===== src/rtl/tftpc_pkg.sv =====
// shared types and constants for the tftp client transfer control block
`timescale 1ns / 1ps

package tftpc_pkg;

    // event codes carried on the input tuser
    localparam logic [2:0] ACT_START   = 3'd0;
    localparam logic [2:0] ACT_PACKET  = 3'd1;
    localparam logic [2:0] ACT_TIMEOUT = 3'd2;
    localparam logic [2:0] ACT_SOURCE  = 3'd3;
    localparam logic [2:0] ACT_FAULT   = 3'd4;

    // frame kinds to send
    localparam logic [2:0] K_NONE = 3'd0;
    localparam logic [2:0] K_RRQ  = 3'd1;
    localparam logic [2:0] K_WRQ  = 3'd2;
    localparam logic [2:0] K_DATA = 3'd3;
    localparam logic [2:0] K_ACK  = 3'd4;

    // transfer status codes
    localparam logic [2:0] ST_BUSY    = 3'd0;
    localparam logic [2:0] ST_OK      = 3'd1;
    localparam logic [2:0] ST_TIMEOUT = 3'd2;
    localparam logic [2:0] ST_REMOTE  = 3'd3;
    localparam logic [2:0] ST_FILE    = 3'd4;
    localparam logic [2:0] ST_IDLE    = 3'd5;

    // received opcodes
    localparam logic [15:0] OP_DATA  = 16'd3;
    localparam logic [15:0] OP_ACK   = 16'd4;
    localparam logic [15:0] OP_ERROR = 16'd5;

    // configuration register indexes
    localparam logic [7:0] CFG_DIRECTION    = 8'd0;
    localparam logic [7:0] CFG_MAX_ATTEMPTS = 8'd1;

    localparam logic [9:0]  HDR_BYTES         = 10'd4;
    localparam logic [16:0] MAX_FRAME_PAYLOAD = 17'd1019;
    localparam logic [3:0]  DEFAULT_ATTEMPTS  = 4'd5;

    localparam int IN_DATA_W  = 56;
    localparam int OUT_DATA_W = 88;

    typedef struct packed {
        logic [9:0]  src_len;
        logic [9:0]  pkt_len;
        logic [15:0] pkt_number;
        logic [15:0] pkt_opcode;
        logic [2:0]  action;
    } item_t;

    typedef struct packed {
        logic [15:0] remote_error;
        logic [2:0]  status;
        logic [31:0] bytes_total;
        logic [9:0]  deliver_len;
        logic        need_block;
        logic [9:0]  send_len;
        logic [15:0] send_number;
        logic [2:0]  send_kind;
    } result_t;

endpackage


===== src/rtl/tftpc_engine.sv =====
// transfer state registers and the per-event decision logic
`timescale 1ns / 1ps

module tftpc_engine #(
    parameter int BLOCK_BYTES = 512
) (
    input  logic                clk,
    input  logic                rst_n,
    input  logic                fire,
    input  tftpc_pkg::item_t    item,
    input  logic                direction,
    input  logic [3:0]          max_attempts,
    output tftpc_pkg::result_t  res
);

    localparam logic [2:0] PH_IDLE = 3'd0;
    localparam logic [2:0] PH_CONN = 3'd1;
    localparam logic [2:0] PH_SRC  = 3'd2;
    localparam logic [2:0] PH_ACK  = 3'd3;
    localparam logic [2:0] PH_DATA = 3'd4;
    localparam logic [2:0] PH_DONE = 3'd5;

    localparam logic [16:0] BLK = 17'(BLOCK_BYTES);

    logic [2:0]  phase_reg,      phase_next;
    logic [15:0] block_no_reg,   block_no_next;
    logic [3:0]  attempts_reg,   attempts_next;
    logic [2:0]  last_kind_reg,  last_kind_next;
    logic [9:0]  last_len_reg,   last_len_next;
    logic [31:0] byte_count_reg, byte_count_next;
    logic        final_reg,      final_next;
    logic [2:0]  status_reg,     status_next;
    logic [15:0] remote_reg,     remote_next;

    always_comb
    begin
        logic        waiting;
        logic        upload;
        logic        do_retry;
        logic        add_en;
        logic [9:0]  add_val;
        logic [32:0] sum;
        logic [3:0]  fresh;
        logic [15:0] expect_no;
        logic [16:0] n17;
        logic [9:0]  pay;
        logic [9:0]  src_n;

        phase_next      = phase_reg;
        block_no_next   = block_no_reg;
        attempts_next   = attempts_reg;
        last_kind_next  = last_kind_reg;
        last_len_next   = last_len_reg;
        byte_count_next = byte_count_reg;
        final_next      = final_reg;
        status_next     = status_reg;
        remote_next     = remote_reg;
        res             = '0;

        waiting   = (phase_reg == PH_CONN) || (phase_reg == PH_ACK) || (phase_reg == PH_DATA);
        upload    = (phase_reg == PH_ACK) || ((phase_reg == PH_CONN) &&
                    (last_kind_reg == tftpc_pkg::K_WRQ));
        do_retry  = 1'b0;
        add_en    = 1'b0;
        add_val   = '0;
        fresh     = (max_attempts == 4'd0) ? 4'd0 : max_attempts - 4'd1;
        expect_no = block_no_reg + 16'd1;

        // received payload, clamped to the block size
        pay = item.pkt_len - tftpc_pkg::HDR_BYTES;
        if ({7'd0, pay} > BLK)
        begin
            pay = BLK[9:0];
        end

        // source block length, clamped to block size and frame limit
        n17 = {7'd0, item.src_len};
        if (n17 > BLK)
        begin
            n17 = BLK;
        end
        if (n17 > tftpc_pkg::MAX_FRAME_PAYLOAD)
        begin
            n17 = tftpc_pkg::MAX_FRAME_PAYLOAD;
        end
        src_n = n17[9:0];

        case (item.action)
            tftpc_pkg::ACT_START:
            begin
                block_no_next   = '0;
                byte_count_next = '0;
                final_next      = 1'b0;
                remote_next     = '0;
                status_next     = tftpc_pkg::ST_BUSY;
                phase_next      = PH_CONN;
                last_kind_next  = direction ? tftpc_pkg::K_RRQ : tftpc_pkg::K_WRQ;
                last_len_next   = '0;
                attempts_next   = fresh;
                res.send_kind   = last_kind_next;
            end
            tftpc_pkg::ACT_PACKET:
            begin
                if (waiting)
                begin
                    if (item.pkt_len < tftpc_pkg::HDR_BYTES)
                    begin
                        do_retry = 1'b1;
                    end
                    else if (item.pkt_opcode == tftpc_pkg::OP_ERROR)
                    begin
                        remote_next = item.pkt_number;
                        phase_next  = PH_DONE;
                        status_next = tftpc_pkg::ST_REMOTE;
                    end
                    else if (upload)
                    begin
                        if ((phase_reg == PH_CONN) && (item.pkt_opcode == tftpc_pkg::OP_ACK) &&
                            (item.pkt_number == 16'd0))
                        begin
                            block_no_next  = 16'd1;
                            phase_next     = PH_SRC;
                            res.need_block = 1'b1;
                        end
                        else if ((phase_reg == PH_ACK) &&
                                 (item.pkt_opcode == tftpc_pkg::OP_ACK) &&
                                 (item.pkt_number == block_no_reg))
                        begin
                            add_en        = 1'b1;
                            add_val       = last_len_reg - tftpc_pkg::HDR_BYTES;
                            block_no_next = expect_no;
                            if (final_reg)
                            begin
                                phase_next  = PH_DONE;
                                status_next = tftpc_pkg::ST_OK;
                            end
                            else
                            begin
                                phase_next     = PH_SRC;
                                res.need_block = 1'b1;
                            end
                        end
                        else
                        begin
                            do_retry = 1'b1;
                        end
                    end
                    else if ((item.pkt_opcode == tftpc_pkg::OP_DATA) &&
                             (item.pkt_number == expect_no))
                    begin
                        res.deliver_len = pay;
                        add_en          = 1'b1;
                        add_val         = pay;
                        block_no_next   = expect_no;
                        res.send_kind   = tftpc_pkg::K_ACK;
                        res.send_number = expect_no;
                        last_kind_next  = tftpc_pkg::K_ACK;
                        last_len_next   = '0;
                        attempts_next   = fresh;
                        // a short block closes the download
                        if ({7'd0, pay} < BLK)
                        begin
                            phase_next  = PH_DONE;
                            status_next = tftpc_pkg::ST_OK;
                        end
                        else
                        begin
                            phase_next = PH_DATA;
                        end
                    end
                    else
                    begin
                        do_retry = 1'b1;
                    end
                end
            end
            tftpc_pkg::ACT_TIMEOUT:
            begin
                do_retry = waiting;
            end
            tftpc_pkg::ACT_SOURCE:
            begin
                if (phase_reg == PH_SRC)
                begin
                    final_next      = ({7'd0, src_n} < BLK);
                    last_kind_next  = tftpc_pkg::K_DATA;
                    last_len_next   = src_n + tftpc_pkg::HDR_BYTES;
                    attempts_next   = fresh;
                    phase_next      = PH_ACK;
                    res.send_kind   = tftpc_pkg::K_DATA;
                    res.send_number = block_no_reg;
                    res.send_len    = last_len_next;
                end
            end
            tftpc_pkg::ACT_FAULT:
            begin
                if (waiting || (phase_reg == PH_SRC))
                begin
                    phase_next  = PH_DONE;
                    status_next = tftpc_pkg::ST_FILE;
                end
            end
            default:
            begin
            end
        endcase

        // resend the last frame or give up
        if (do_retry)
        begin
            if (attempts_reg != 4'd0)
            begin
                attempts_next = attempts_reg - 4'd1;
                res.send_kind = last_kind_reg;
                if ((last_kind_reg == tftpc_pkg::K_DATA) || (last_kind_reg == tftpc_pkg::K_ACK))
                begin
                    res.send_number = block_no_reg;
                end
                res.send_len = last_len_reg;
            end
            else
            begin
                phase_next  = PH_DONE;
                status_next = tftpc_pkg::ST_TIMEOUT;
            end
        end

        // saturating byte total
        sum = {1'b0, byte_count_reg} + {23'd0, add_val};
        if (add_en)
        begin
            byte_count_next = sum[32] ? 32'hFFFF_FFFF : sum[31:0];
        end

        res.bytes_total  = byte_count_next;
        res.status       = status_next;
        res.remote_error = (status_next == tftpc_pkg::ST_REMOTE) ? remote_next : 16'd0;
    end

    always_ff @(posedge clk or negedge rst_n)
    begin
        if (!rst_n)
        begin
            phase_reg      <= PH_IDLE;
            block_no_reg   <= '0;
            attempts_reg   <= '0;
            last_kind_reg  <= tftpc_pkg::K_NONE;
            last_len_reg   <= '0;
            byte_count_reg <= '0;
            final_reg      <= 1'b0;
            status_reg     <= tftpc_pkg::ST_IDLE;
            remote_reg     <= '0;
        end
        else if (fire)
        begin
            phase_reg      <= phase_next;
            block_no_reg   <= block_no_next;
            attempts_reg   <= attempts_next;
            last_kind_reg  <= last_kind_next;
            last_len_reg   <= last_len_next;
            byte_count_reg <= byte_count_next;
            final_reg      <= final_next;
            status_reg     <= status_next;
            remote_reg     <= remote_next;
        end
    end

    a_need_goes_src: assert property (@(posedge clk) disable iff (!rst_n)
        fire && res.need_block |=> phase_reg == PH_SRC)
        else $error("need_block issued without moving to source wait");

    a_data_has_header: assert property (@(posedge clk) disable iff (!rst_n)
        fire && (res.send_kind == tftpc_pkg::K_DATA) |-> res.send_len >= tftpc_pkg::HDR_BYTES)
        else $error("data frame shorter than its header");

    a_start_connects: assert property (@(posedge clk) disable iff (!rst_n)
        fire && (item.action == tftpc_pkg::ACT_START) |=>
        (phase_reg == PH_CONN) && (status_reg == tftpc_pkg::ST_BUSY) && (byte_count_reg == 32'd0))
        else $error("start did not open a fresh transfer");

    a_done_has_status: assert property (@(posedge clk) disable iff (!rst_n)
        (phase_reg == PH_DONE) |-> (status_reg != tftpc_pkg::ST_BUSY) &&
        (status_reg != tftpc_pkg::ST_IDLE))
        else $error("finished transfer without a final status");

endmodule


===== src/rtl/tftp_client_transfer_control.sv =====
// top level: stream handshake, config registers, input and result registers
//
//  channel | dir | handshake           | payload
//  --------+-----+---------------------+----------------------------------------------
//  s_*     | in  | s_tvalid / s_tready | tuser: action; tdata: opcode, number, lengths
//  m_*     | out | m_tvalid / m_tready | tuser: send_kind; tdata: frame info, status
//  cfg_*   | in  | cfg_valid/cfg_ready | cfg_index, cfg_data (0 direction, 1 attempts)
//
// one event per cycle sustained while m_tready stays high; a result reaches m_* through
// the input register, then the decision logic into the result register
// rst_n clears all control state: status idle, direction upload, five attempts
// m_tready low holds the result register; one more word waits in the input register
// cfg_ready is always high, registers apply on the next edge
`timescale 1ns / 1ps

module tftp_client_transfer_control #(
    parameter int BLOCK_BYTES = 512
) (
    input  logic                                clk,
    input  logic                                rst_n,
    input  logic                                s_tvalid,
    output logic                                s_tready,
    input  logic [tftpc_pkg::IN_DATA_W-1:0]     s_tdata,   // pkt_opcode, pkt_number, pkt_len, src_len
    input  logic [2:0]                          s_tuser,   // action
    output logic                                m_tvalid,
    input  logic                                m_tready,
    output logic [tftpc_pkg::OUT_DATA_W-1:0]    m_tdata,   // send_number, send_len, need_block,
                                                           // deliver_len, bytes_total, status,
                                                           // remote_error
    output logic [2:0]                          m_tuser,   // send_kind
    input  logic                                cfg_valid,
    output logic                                cfg_ready,
    input  logic [7:0]                          cfg_index,
    input  logic [7:0]                          cfg_data
);

    logic                in_valid_reg;
    tftpc_pkg::item_t    in_item_reg;
    logic                out_valid_reg;
    tftpc_pkg::result_t  out_res_reg;
    tftpc_pkg::result_t  res;
    logic                direction_reg;
    logic [3:0]          max_attempts_reg;
    logic                advance;

    assign advance   = in_valid_reg && (!out_valid_reg || m_tready);
    assign s_tready  = !in_valid_reg || advance;
    assign cfg_ready = 1'b1;

    always_ff @(posedge clk or negedge rst_n)
    begin
        if (!rst_n)
        begin
            in_valid_reg <= 1'b0;
        end
        else if (s_tready)
        begin
            in_valid_reg <= s_tvalid;
        end
    end

    always_ff @(posedge clk)
    begin
        if (s_tready && s_tvalid)
        begin
            in_item_reg.action     <= s_tuser;
            in_item_reg.pkt_opcode <= s_tdata[15:0];
            in_item_reg.pkt_number <= s_tdata[31:16];
            in_item_reg.pkt_len    <= s_tdata[41:32];
            in_item_reg.src_len    <= s_tdata[51:42];
        end
    end

    always_ff @(posedge clk or negedge rst_n)
    begin
        if (!rst_n)
        begin
            direction_reg    <= 1'b0;
            max_attempts_reg <= tftpc_pkg::DEFAULT_ATTEMPTS;
        end
        else if (cfg_valid && cfg_ready)
        begin
            if (cfg_index == tftpc_pkg::CFG_DIRECTION)
            begin
                direction_reg <= cfg_data[0];
            end
            else if (cfg_index == tftpc_pkg::CFG_MAX_ATTEMPTS)
            begin
                max_attempts_reg <= cfg_data[3:0];
            end
        end
    end

    tftpc_engine #(
        .BLOCK_BYTES (BLOCK_BYTES)
    ) u_engine (
        .clk          (clk),
        .rst_n        (rst_n),
        .fire         (advance),
        .item         (in_item_reg),
        .direction    (direction_reg),
        .max_attempts (max_attempts_reg),
        .res          (res)
    );

    always_ff @(posedge clk or negedge rst_n)
    begin
        if (!rst_n)
        begin
            out_valid_reg <= 1'b0;
        end
        else if (advance)
        begin
            out_valid_reg <= 1'b1;
        end
        else if (m_tready)
        begin
            out_valid_reg <= 1'b0;
        end
    end

    always_ff @(posedge clk)
    begin
        if (advance)
        begin
            out_res_reg <= res;
        end
    end

    assign m_tvalid = out_valid_reg;
    assign m_tuser  = out_res_reg.send_kind;
    assign m_tdata  = {out_res_reg.remote_error, out_res_reg.status, out_res_reg.bytes_total,
                       out_res_reg.deliver_len, out_res_reg.need_block, out_res_reg.send_len,
                       out_res_reg.send_number};

    a_item_kept: assert property (@(posedge clk) disable iff (!rst_n)
        in_valid_reg && !advance |=> in_valid_reg && $stable(in_item_reg))
        else $error("pending event word dropped or changed");

    a_result_loaded: assert property (@(posedge clk) disable iff (!rst_n)
        advance |=> out_valid_reg)
        else $error("processed event produced no result word");

    a_no_overwrite: assert property (@(posedge clk) disable iff (!rst_n)
        out_valid_reg && !m_tready |-> !advance)
        else $error("result word overwritten while stalled");

endmodule


===== config.mk =====
export PLATFORM = sky130hd
export DESIGN_NAME = tftp_client_transfer_control
export DESIGN_NICKNAME = d
export VERILOG_FILES = /design/src/rtl/tftpc_pkg.sv /design/src/rtl/tftpc_engine.sv /design/src/rtl/tftp_client_transfer_control.sv
export SDC_FILE = /design/constraint.sdc
export NUM_CORES = 1
export LEC_CHECK = 0
export BUFFER_PORTS_ARGS = -buffer_cell sky130_fd_sc_hd__buf_2
export CAP_MARGIN = 20
export CELL_PAD_IN_SITES_DETAIL_PLACEMENT = 1
export CELL_PAD_IN_SITES_GLOBAL_PLACEMENT = 1
export CORE_MARGIN = 1.5
export CORE_UTILIZATION = 30
export CTS_BUF_LIST = sky130_fd_sc_hd__clkbuf_4 sky130_fd_sc_hd__clkbuf_8
export CTS_CLUSTER_SIZE = 40
export DETAILED_ROUTE_END_ITERATION = 8
export PLACE_DENSITY = 0.65
export SLEW_MARGIN = 10
export SYNTH_ARGS = -nofsm -noshare
export SYNTH_HDL_FRONTEND = slang
export SYNTH_SLANG_ARGS = --single-unit
export TNS_END_PERCENT = 100

===== constraint.sdc =====
create_clock -name clk -period 7.8 [get_ports clk]
set_input_delay 2.34 -clock clk [delete_from_list [all_inputs] [get_ports clk]]
set_output_delay 2.34 -clock clk [all_outputs]
set_load 0.005 [all_outputs]

==> impl.org <==
** Outcome
- The run finished with clean final reports.

** Synthesis
- Counting every net in the synthesized netlist gives around 1,300.
- Sequential cells were found to cover 52.6% of the synthesized design area.
- Flip-flop cell with the highest count after synthesis :: sky130_fd_sc_hd__edfxtp_1
- Counting distinct cell types in the post-synthesis netlist gives 90.
- Number of instances in the synthesized netlist :: 1,239
- In this run, synthesis inferred roughly 150 flip-flops with an integrated enable.
- Synth top area cells :: sky130_fd_sc_hd__edfxtp_1 (34%), sky130_fd_sc_hd__dfrtp_1 (18%), sky130_fd_sc_hd__nor2_1 (3.4%)
- Count of synthesis-stage warnings from yosys :: 0
- Area fraction of the dominant cell type after synthesis :: 34.1%
- Mean area per synthesized cell :: 10.4 µm²
- The synthesized netlist occupies a cell area of around 13,000 µm².
- Share of async-settable or async-resettable flops after synthesis :: roughly 39%
- Leading area contributor after synthesis :: sky130_fd_sc_hd__edfxtp_1
- The synthesized design contains 241 register bits.

** Clocking
- The H-tree was split into 2 levels.
- Setup bufs post-CTS :: 0
- Largest buffer count on any clock path :: 3
- CTS resizes :: 0
- CTS buffer count :: 46
- After clock tree synthesis, the flow added hold-fix buffers numbering 0.
- Clock transition at the register clock pins on the worst setup and hold paths after CTS :: 0.06 ns
- Clock latency on the worst-skew pair :: 0.62 ns
- The clock drives between 200 and 250 sinks.
- Root buffer cell :: sky130_fd_sc_hd__clkbuf_8
- Clock tree from TritonCTS :: built

** Cells and area
- Layout area overhead :: 18.2%
- Filler instances :: ~4,700
- The register with the most flip-flops in the layout has 88 of them.
- Once layout is complete, the utilization of the core stands at about 36%.
- The finished layout holds 1,976 standard cells, fillers aside.
- Number of nets in the finished design :: 1,498
- Multi-input logic area :: 5650 µm²
- Summing all flip-flop and latch instances after layout gives 6770 µm².
- Fraction of layout instances using a drive strength above 1 :: 21.7%
- Number of diodes :: 0
- Most common cell after layout, fill and taps aside :: sky130_fd_sc_hd__buf_2
- The library cells used most frequently in the layout, excluding fill and tap cells, are sky130_fd_sc_hd__buf_2 (163), sky130_fd_sc_hd__edfxtp_1 (146), sky130_fd_sc_hd__nor2_1 (116), sky130_fd_sc_hd__nand2_1 (95), sky130_fd_sc_hd__dfrtp_1 (91).

** Worst setup path
- The critical path contains buffers and inverters numbering 3 combined.
- The worst setup path is of the reg2reg kind.
- R2r setup slk :: 1.55 ns
- Cell-by-cell trace of the critical path :: nand4_4 -> or3_1 -> o31ai_1 -> nor3_1 -> nand4_1 -> buf_4 -> nor3_1 -> buf_4 -> a22oi_1 -> nor2_1 -> ha_1 -> fa_1 -> a211oi_1 -> o21bai_1 -> a41oi_1 -> or2_2 -> nor3_1 -> buf_4 -> nor2_1 -> a211oi_1
- In this run the critical register-to-register path is launched from u_engine.block_no_reg[3]$_DFFE_PN0P_.
- Max stage delay cell, worst path :: sky130_fd_sc_hd__dfrtp_1
- Data on the critical path arrives at its endpoint at 6.52 ns.
- STA classifies the critical path startpoint as a flip-flop.
- STA puts the critical path data required time at 8.07 ns.
- The kind of cell with the highest combined delay along the critical path is simple AND/OR/NAND/NOR gates.
- Maximum single-stage delay on the critical path :: 0.63 ns
- Maximum fanout along the worst path :: 14
- For the worst flop-to-flop path, the logic depth is 20.
- STA classifies the critical path endpoint as a flip-flop.
- The endpoint identified for the worst register-to-register timing path is m_tdata[54]$_DFFE_PP_.

** Timing
- The clock period could shrink to 6.25 ns.
- Maximum achievable frequency :: 160 MHz
- Slew Limit Headroom :: a little under two fifths
- Crit path setup slack, layout :: approximately 1.5 ns
- Measured slew at the worst slew-check pin :: about 0.94 ns
- Worst clock skew on the final layout :: 0.0527 ns
- After layout, the worst path uses 80.2% of the clock period.
- Hold violation total from the final report :: 0
- Setup violations remaining at the end of the flow were counted as 0.
- Setup repair after global routing left no endpoint under its margin.
- After routing, the total negative slack on setup checks comes to 0 ns.
- Count of pins over their slew limit :: 0

** GRT
- GRT Util Overall :: 18.5%
- The first global-routing pass estimated roughly 64,000 µm of wire.
- Global routing used 25.3% of the available met1 tracks.
- The number of global-route vias before repair came to approximately 11,000.
- Routing usage on met2 :: 29.2%
- Entering global routing, the biggest net connects 64 pins.
- Overall overflow remaining after global route :: 0
- Global routing consumed, on the met3 layer, 3.20% of the routing resources.
- Peak-usage layer in the global routing report :: met2
- Number of antenna violations at the first check in global routing :: 0

** Detailed routing
- Remaining antenna violation count after routing :: 0
- After detailed routing, the average wire length per cell comes to 20.6 µm.
- The detailed router placed 10,856 vias in this run.
- Router iterations before antenna repair :: 4
- In the routed design, unresolved DRC markers number 0.
- Using the TritonRoute via totals, the vias-per-cell ratio works out to 5.49.
- The first routing iteration left 563 violations.
- The final layout contains routed wiring with a total length of 40,700 µm.

** Power
- Post-layout power :: 0.00345 W
- The clock network accounts for about two fifths of the total power.
- Net switching is 29.7% of the power.
- Total power divided by cell area :: 227 nW/µm²
- Leakage power :: roughly 6 nW
- Combinational logic burns about 16% of the power.
- Summed over all nets, the switching power comes to 0.00102 W.
- In this run, flip-flops and latches consume 44.9% of the power.
- The internal power of the cells totals 0.00242 W.
- Across the VDD grid, the largest voltage drop is 0.000121 V.

** Run
- Maximum Capacitance Violations :: 0

** Min path
- Hold Path End :: u_engine.remote_reg[12]$_DFFE_PN0P_
- Hold Path Cell Cnt :: 1
- The tightest min-delay check is of the reg2reg type.
- In this run the most critical hold path is launched from u_engine.remote_reg[12]$_DFFE_PN0P_.

** Placement
- During placement, the flow inserted port buffers numbering about 160.
- Estimated wirelength of the detail-placed design :: 28,800 µm
- In this run, placement finished with an instance count of approximately 1,900.
- The congestion estimate from routability-driven global placement came to 0.874.
- At the placement stage, the worst setup path has a slack of 1.67 ns.

** Floorplan
- The initialized floorplan defines 75 standard-cell rows.
- From left edge to right edge, the die measures ~210 µm.
- Starting utilization of the core area :: between 30% and 40%
- I/O pin count :: 174
- Measured along the y axis, the die boundary spans approximately 210 µm.
- The region available for standard cell placement spans 42,100 µm².
- Floorplan die area :: 44,100 µm²
[metrics by stage]
step           hold slack (ns)  instance area, µm²
2_1_floorplan            0.457               12900
3_3_place_gp             0.472               14200
3_5_place_dp             0.493               14200
4_1_cts                  0.511               15200
5_1_grt                  0.526               15200
6_report                 0.505               15200
[cell families (layout without fill, tap and decap cells)]
group,Yosys count,count (layout),share of synthesized area (%)
AO/OA/AOI/OAI,350,350,19.0
XOR/XNOR,46,46,3.13
adder cells (fa/ha/maj),19,19,1.91
buffers and inverters,108,306,3.62
flip-flops,241,241,52.6
multiplexers,14,14,1.20
other,1,1,0.0291
AND/OR/NAND/NOR,460,460,18.5
[worst max path at each step]
stage / startpoint / cells after the start / slack [ns] / end
after floorplan: m_tready / 7 / 1.64 / u_engine.byte_count_reg[10]$_DFFE_PN0P_
after global placement: u_engine.block_no_reg[3]$_DFFE_PN0P_ / 20 / 1.72 / m_tdata[66]$_DFFE_PP_
after detailed placement: u_engine.block_no_reg[3]$_DFFE_PN0P_ / 20 / 1.67 / m_tdata[62]$_DFFE_PP_
after CTS: u_engine.block_no_reg[3]$_DFFE_PN0P_ / 20 / 1.60 / m_tdata[54]$_DFFE_PP_
after global routing: u_engine.block_no_reg[3]$_DFFE_PN0P_ / 20 / 1.13 / m_tdata[54]$_DFFE_PP_
final: u_engine.block_no_reg[3]$_DFFE_PN0P_ / 20 / 1.55 / m_tdata[54]$_DFFE_PP_
[synth_stat cells (15+ instances only)]
cell type	n
sky130_fd_sc_hd__a22o_1	20
sky130_fd_sc_hd__nand2b_1	16
sky130_fd_sc_hd__xor2_1	19
sky130_fd_sc_hd__and3_1	23
sky130_fd_sc_hd__ha_1	18
sky130_fd_sc_hd__dfrtp_1	91
sky130_fd_sc_hd__edfxtp_1	146
sky130_fd_sc_hd__a31oi_1	33
sky130_fd_sc_hd__buf_2	24
sky130_fd_sc_hd__xnor2_1	27
sky130_fd_sc_hd__o21ai_0	67
sky130_fd_sc_hd__nand3_1	43
sky130_fd_sc_hd__nor2_1	116
sky130_fd_sc_hd__inv_1	34
sky130_fd_sc_hd__nand2_1	95
sky130_fd_sc_hd__nor3_1	52
sky130_fd_sc_hd__or3_1	15
sky130_fd_sc_hd__a21oi_1	64
sky130_fd_sc_hd__clkbuf_1	41
sky130_fd_sc_hd__nand4_1	15
sky130_fd_sc_hd__nor4_1	16
sky130_fd_sc_hd__a22oi_1	27
[per-layer routing]
layer | share of wire [%] | routed length, µm
met5 | 0 | 0
met4 | 2.6 | 1070
met3 | 4.6 | 1880
met2 | 46 | 18900
met1 | 46 | 18900
[power groups by stage]
stage	Combinational (W)	Sequential, W	Clock, W
after floorplan	0.000361	0.00154	0
after global placement	0.000537	0.00157	0
after detailed placement	0.000550	0.00157	0
after CTS	0.000554	0.00155	0.00139
after global routing	0.000607	0.00156	0.00144
final	0.000548	0.00155	0.00135
[area by class of cell]
cell class              instances  share of cell area, %
well taps                     539                   4.43
clock inverters                20                   1.18
repair buffers                186                   6.52
clock buffers                  66                   5.36
flip-flops and latches        241                   44.5
multi-input cells             890                   37.2
inverters                      34                  0.856
No activity file was read; power rests on OpenSTA's default activity.
